[src/rtl/tlbr_pkg.sv]
// Shared types and constants for the fully associative TLB with LRU or random replacement.
package tlbr_pkg;

    localparam int TLB_ENTRIES = 32;
    localparam int PAGE_BITS   = 16;
    localparam int FRAME_BITS  = 16;
    localparam int STAMP_BITS  = 32;
    localparam int SLOT_BITS   = 5;
    localparam int IDX_BITS    = (TLB_ENTRIES > 1) ? $clog2(TLB_ENTRIES) : 1;

    localparam int LFSR_BITS = 16;
    localparam logic [LFSR_BITS-1:0] LFSR_SEED = 16'hACE1;

    localparam int RECIP_BITS = 32;
    localparam logic [RECIP_BITS-1:0] RECIP =
        RECIP_BITS'((64'd1 << RECIP_BITS) / TLB_ENTRIES);
    localparam int MOD_BITS = LFSR_BITS + IDX_BITS + 1;

    typedef enum logic [1:0] {
        CMD_LOOKUP = 2'd0,
        CMD_FILL   = 2'd1,
        CMD_INVAL  = 2'd2,
        CMD_FLUSH  = 2'd3
    } cmd_t;

    typedef enum logic [2:0] {
        ST_IDLE,
        ST_EXEC,
        ST_SCAN,
        ST_RMOD,
        ST_EVICT
    } state_t;

    typedef struct packed {
        logic write;
        logic touch;
        logic clear;
        logic flush;
    } cell_ctl_t;

    typedef struct packed {
        logic                  valid;
        logic                  page_hit;
        logic                  frame_hit;
        logic [FRAME_BITS-1:0] frame;
    } cell_stat_t;

    typedef struct packed {
        logic                  go;
        logic [STAMP_BITS-1:0] low;
        logic [IDX_BITS-1:0]   best;
    } scan_t;

endpackage

[src/rtl/tlbr_cell.sv]
// One TLB entry: storage, key compare and one stage of the oldest-stamp scan chain.
module tlbr_cell (
    input  logic                           clk,
    input  logic                           rst_n,
    input  logic [tlbr_pkg::IDX_BITS-1:0]  cell_idx,
    input  tlbr_pkg::cell_ctl_t            ctl,
    input  logic [tlbr_pkg::PAGE_BITS-1:0] item_page,
    input  logic [tlbr_pkg::FRAME_BITS-1:0] item_frame,
    input  logic [tlbr_pkg::STAMP_BITS-1:0] item_stamp,
    input  tlbr_pkg::scan_t                scan_in,
    output tlbr_pkg::scan_t                scan_out,
    output tlbr_pkg::cell_stat_t           stat
);
    import tlbr_pkg::*;

    logic                  valid_reg;
    logic                  valid_next;
    logic [PAGE_BITS-1:0]  page_reg;
    logic [FRAME_BITS-1:0] frame_reg;
    logic [STAMP_BITS-1:0] stamp_reg;
    logic                  go_reg;
    logic                  go_next;
    scan_t                 scan_reg;
    scan_t                 scan_next;

    always_comb
    begin
        valid_next = valid_reg;
        if (ctl.flush || ctl.clear)
        begin
            valid_next = 1'b0;
        end
        else if (ctl.write)
        begin
            valid_next = 1'b1;
        end
    end

    always_ff @(posedge clk or negedge rst_n)
    begin
        if (!rst_n)
        begin
            valid_reg <= 1'b0;
        end
        else
        begin
            valid_reg <= valid_next;
        end
    end

    always_ff @(posedge clk)
    begin
        if (ctl.write)
        begin
            page_reg  <= item_page;
            frame_reg <= item_frame;
        end
        if (ctl.write || ctl.touch)
        begin
            stamp_reg <= item_stamp;
        end
    end

    // keep the older stamp and its index as the scan passes
    always_comb
    begin
        scan_next = scan_in;
        go_next   = scan_in.go;
        if (scan_in.go && valid_reg && (stamp_reg < scan_in.low))
        begin
            scan_next.low  = stamp_reg;
            scan_next.best = cell_idx;
        end
    end

    always_ff @(posedge clk or negedge rst_n)
    begin
        if (!rst_n)
        begin
            go_reg <= 1'b0;
        end
        else
        begin
            go_reg <= go_next;
        end
    end

    always_ff @(posedge clk)
    begin
        scan_reg <= scan_next;
    end

    always_comb
    begin
        scan_out     = scan_reg;
        scan_out.go  = go_reg;
        stat.valid     = valid_reg;
        stat.page_hit  = valid_reg && (page_reg == item_page);
        stat.frame_hit = valid_reg && (frame_reg == item_frame);
        stat.frame     = frame_reg;
    end

endmodule

[config.mk]
export PLATFORM = sky130hd
export DESIGN_NAME = tlbr_cell
export DESIGN_NICKNAME = d
export VERILOG_FILES = /design/src/rtl/tlbr_pkg.sv /design/src/rtl/tlbr_cell.sv
export SDC_FILE = /design/constraint.sdc
export NUM_CORES = 1
export LEC_CHECK = 0
export BUFFER_PORTS_ARGS = -buffer_cell sky130_fd_sc_hd__buf_4
export CAP_MARGIN = 40
export CORE_MARGIN = 1.5
export CORE_UTILIZATION = 46
export DETAILED_ROUTE_END_ITERATION = 8
export HOLD_SLACK_MARGIN = 0.1
export PLACE_DENSITY_LB_ADDON = 0.12
export SYNTH_ARGS = -nofsm -noshare
export SYNTH_HDL_FRONTEND = slang
export SYNTH_SLANG_ARGS = --single-unit
[constraint.sdc]
create_clock -name clk -period 2.22 [get_ports clk]
set_clock_uncertainty 0.2 [all_clocks]
set_input_delay 0.222 -clock clk [delete_from_list [all_inputs] [get_ports clk]]
set_output_delay 0.222 -clock clk [all_outputs]
set_load 0.02 [all_outputs]
After elaboration in Yosys (flattened, before gate mapping)
Cells that the tools add are included.
- register bits: 103
- input port bits: 113
- output and inout bits: 57
- logic and storage cells: 20
- $lt $le $gt $ge: 1
- eq/ne operators: 2
- multiplexer cells: 3
- reduce and logical (&&, ||, !) cells: 7
- operators by type and width (operator ; count):
    $mux 37 ; 1
    $eq 16x16->1 ; 2
    $lt 32x32->1 ; 1
    $logic_and 1x1->1 ; 4
    $logic_or 1x1->1 ; 2
    $mux 1 ; 2
    $reduce_bool 2->1 ; 1

Logic depth before layout (Yosys ltp)
- depth after elaboration: 3
- mapped depth: 9
- gate-level depth less buffers: 7

Least setup slack after synthesis
No wires, ideal clock.
- path kind: register to register
- start point: register stamp_reg[23]
- end point: register scan_reg (netlist bit scan_out[10])
- setup time: 0.079 ns
- data arrival time: 1.917 ns
- setup slack: 0.024 ns
- cell stages (with the launch flop): 8
- path buffers: 1
- path through: edfxtp_1 -> ha_1 -> a21oi_2 -> o21ai_2 -> a2111oi_4 -> buf_6 -> nand3_1 -> o211ai_1
- RTL lines (element ; line ; source):
    start: declaration ; tlbr_cell.sv:20 ; logic [STAMP_BITS-1:0] stamp_reg;
    start signal: assignment ; tlbr_cell.sv:60 ; stamp_reg <= item_stamp;
    end signal: assignment ; tlbr_cell.sv:90 ; scan_reg <= scan_next;
    end: declaration ; tlbr_cell.sv:23 ; scan_t scan_reg;

==> run summary <==
Status -> finished, violations left
Failing checks -> setup timing
Min Tclk post-route -> 2.330 ns
Reg2reg path depth -> 7
Tightest Pin Transition -> 0.8829 ns
Placed instance count -> 739
Worst hold-check path type -> in2reg
Final ANT Viol Nets -> 0
Synth area leaders -> edfxtp_1 38%, dfxtp_1 15%, o211ai_1 11%
CP max FO -> 25
Post-Syn Area -> 5026 µm²
Crit-path cells -> ha_1 > nand4_1 > nor2_1 > a2111o_1 > buf_12 > o21ai_0 > o211ai_1
Clock root buffer -> clkbuf_8
H-tree Lvls -> 3
First DRT Iteration DRCs -> 283
Num CTS Buffers -> 9
Internal reg-to-reg setup slack -> -0.11 ns
FF-to-FF End -> scan_out[16]
Layout Nets -> 885
CP top delay family -> compound AO/OA/AOI/OAI gates
Number of global-route vias before repair -> 5141
CP max-delay cell -> a2111o_1
Flops & latches, synth -> 103
Fin. Hold Viols -> 0
Critical Path Sink Type -> flop
Via/cell ratio -> 5.587
Initial antenna violation count -> 0
Core Box Area -> 10460 µm²
Setup WS pre-CTS -> -0.09619 ns
# diodes -> 0
CTS Buffer Depth -> 2
CP startpoint kind -> flop
Max-cap viol count -> 0
FF+latch area -> 2713 µm²
Post-synthesis sequential area ratio -> 53.97%
RSZ-0062 raised after global routing -> true
CTS Sinks -> 103
Cell Rows -> 37
Final setup fails -> 39
WHS Endpoint -> page_reg[3]
DIE HEIGHT -> 107.5 µm
Vias -> 4928
Gpl congestion -> 0.8235
First-pass GRT wire length -> 25.16 mm
Gate Count Post-Synth -> 441
Fin. max-slew vios -> 0
Crit path DAT -> 2.35 ns
Initial cell density of the core -> 48.04%
EDFF count, synth -> 64
Post-synthesis async set-or-reset flop share -> 1.942%
Max_slew headroom -> 41.14%
DRC violations left -> 0
Critical path's largest stage delay -> 0.45 ns
WHS Path Cells -> 2
Synth cell types -> 33
Max frequency -> 429.2 MHz
WP buf/inv -> 1
P&R area growth vs syn -> 64.35%
Reg clk slew, reported paths -> 0.11 ns
GRT overflow -> 0
Min-delay src -> ctl[3]
Cell Count, Final, Fillers Out -> 882
Post-synth top cells -> 75 x o211ai_1, 64 x edfxtp_1, 42 x o21ai_0
Power per Cell Area -> 545.8 nW/µm²
Ys flop type -> edfxtp_1
Drt total wl -> 16.50 mm
Port-buffer cells -> 169
Max IR drop VDD -> 0.0003794 V
Post-synth top area share -> 38.24%
RR Startpoint -> stamp_reg[26]
Fin crit share -> 104.9%
CTS tree -> yes
Leakage -> 3.359 nW
Largest net degree at the start of global routing -> 34
Worst EP required -> 2.24 ns
Syn. warnings -> 0
Pre-antenna DRT Iters -> 5
# IOs -> 170
Overall routing resource usage -> 28.18%
Fillers -> 651
Multi-input gate area -> 2260 µm²
Die width -> 107.5 µm
DIE AREA -> 11560 µm²
Syn_nets -> 585
Post-synthesis average cell area -> 11.40 µm²
Placed wire-length estimate -> 9.923 mm
Yosys top cell by area -> edfxtp_1
Wire length per cell -> 18.71 µm
Number of flip-flops in the largest register -> 37
Count leader, synth -> o211ai_1
Final WS setup -> -0.1098 ns
Worst skew pair latency -> 0.35 ns
Layout cells sized above 1 -> 34.45%
Setup TNS -> -2.522 ns
Worst Setup Path Type -> reg2reg
## where the power goes
part | leakage [nW] | internal (mW) | total [mW] | switching (mW)
sequential | 0.976 | 2.20 | 2.29 | 0.0879
combinational | 2.30 | 0.600 | 1.14 | 0.542
clock | 0.0874 | 0.412 | 1.08 | 0.668
total | 3.36 | 3.21 | 4.51 | 1.30
## cell families (layout without fill, tap and decap cells)
family          count (synthesis)  in the layout  synth area share [%]
compound gates                140            140                 19.17
xor+xnor                       32             32                 5.576
fa+ha+maj                      31             31                 7.717
buf+inv                        61            366                 5.999
flops                         103            103                 53.97
simple gates                   74             74                 7.568
## routing by layer
layer | up-vias | track usage [%] | share of wire, %
li1 | 2269 | - | -
met1 | 2402 | 34.47 | 40
met2 | 224 | 50.27 | 51
met3 | 33 | 3.692 | 6.6
met4 | 0 | 11.00 | 2.0
met5 | - | 0 | 0
## stage by stage
step	cell area, µm²	hold slack [ns]	utilization [%]	power [mW]
global route	8260	0.2592	78.95	4.681
floorplan	5026	-0.2736	-	2.727
CTS	8113	-0.05629	77.54	4.441
finish	8260	0.2535	78.95	4.509
detailed placement	6526	-0.1939	62.38	3.170
global placement	6526	-0.1956	62.38	3.144
## layout by cell type, fill, tap and decap left out, types with 20 or more instances in the layout
cell type	instances
nand3_1	37
dfxtp_1	37
buf_6	20
xnor2_1	24
buf_4	182
edfxtp_1	64
o211ai_1	75
ha_1	23
inv_1	31
o21ai_1	21
dlygate4sd3_1	111
## worst max path at each step
| stage | to | depth (start not counted) | startpoint | slack, ns |
|---|---|---|---|---|
| final | scan_out[16] | 7 | stamp_reg[26] | -0.11 |
| after global routing | scan_out[34] | 10 | stamp_reg[26] | -0.21 |
| after CTS | scan_out[17] | 9 | stamp_reg[25] | -0.06 |
| after detailed placement | scan_out[16] | 7 | stamp_reg[14] | -0.1 |
| after global placement | scan_out[29] | 7 | stamp_reg[15] | -0.07 |
| after floorplan | scan_out[10] | 7 | stamp_reg[23] | 0.02 |
## cell type report
class	instances	share of cell area (%)
Inverter	31	1.409
Clock inverter	7	0.5756
Multi-Input combinational cell	277	27.36
Tap cell	136	2.060
Clock buffer	9	1.500
Sequential cell	103	32.84
Timing Repair Buffer	319	34.26
## repair_timing
item                                    in CTS  in global routing
setup buffers                                8                  4
pin swaps                                   12                 14
endpoints found under the setup margin      39                 39
gates resized for setup                     36                 49
hold buffers                               110                  1
endpoints found under the hold margin      105                  1
cloned                                       5                  0
No activity file was read; power rests on OpenSTA's default activity.
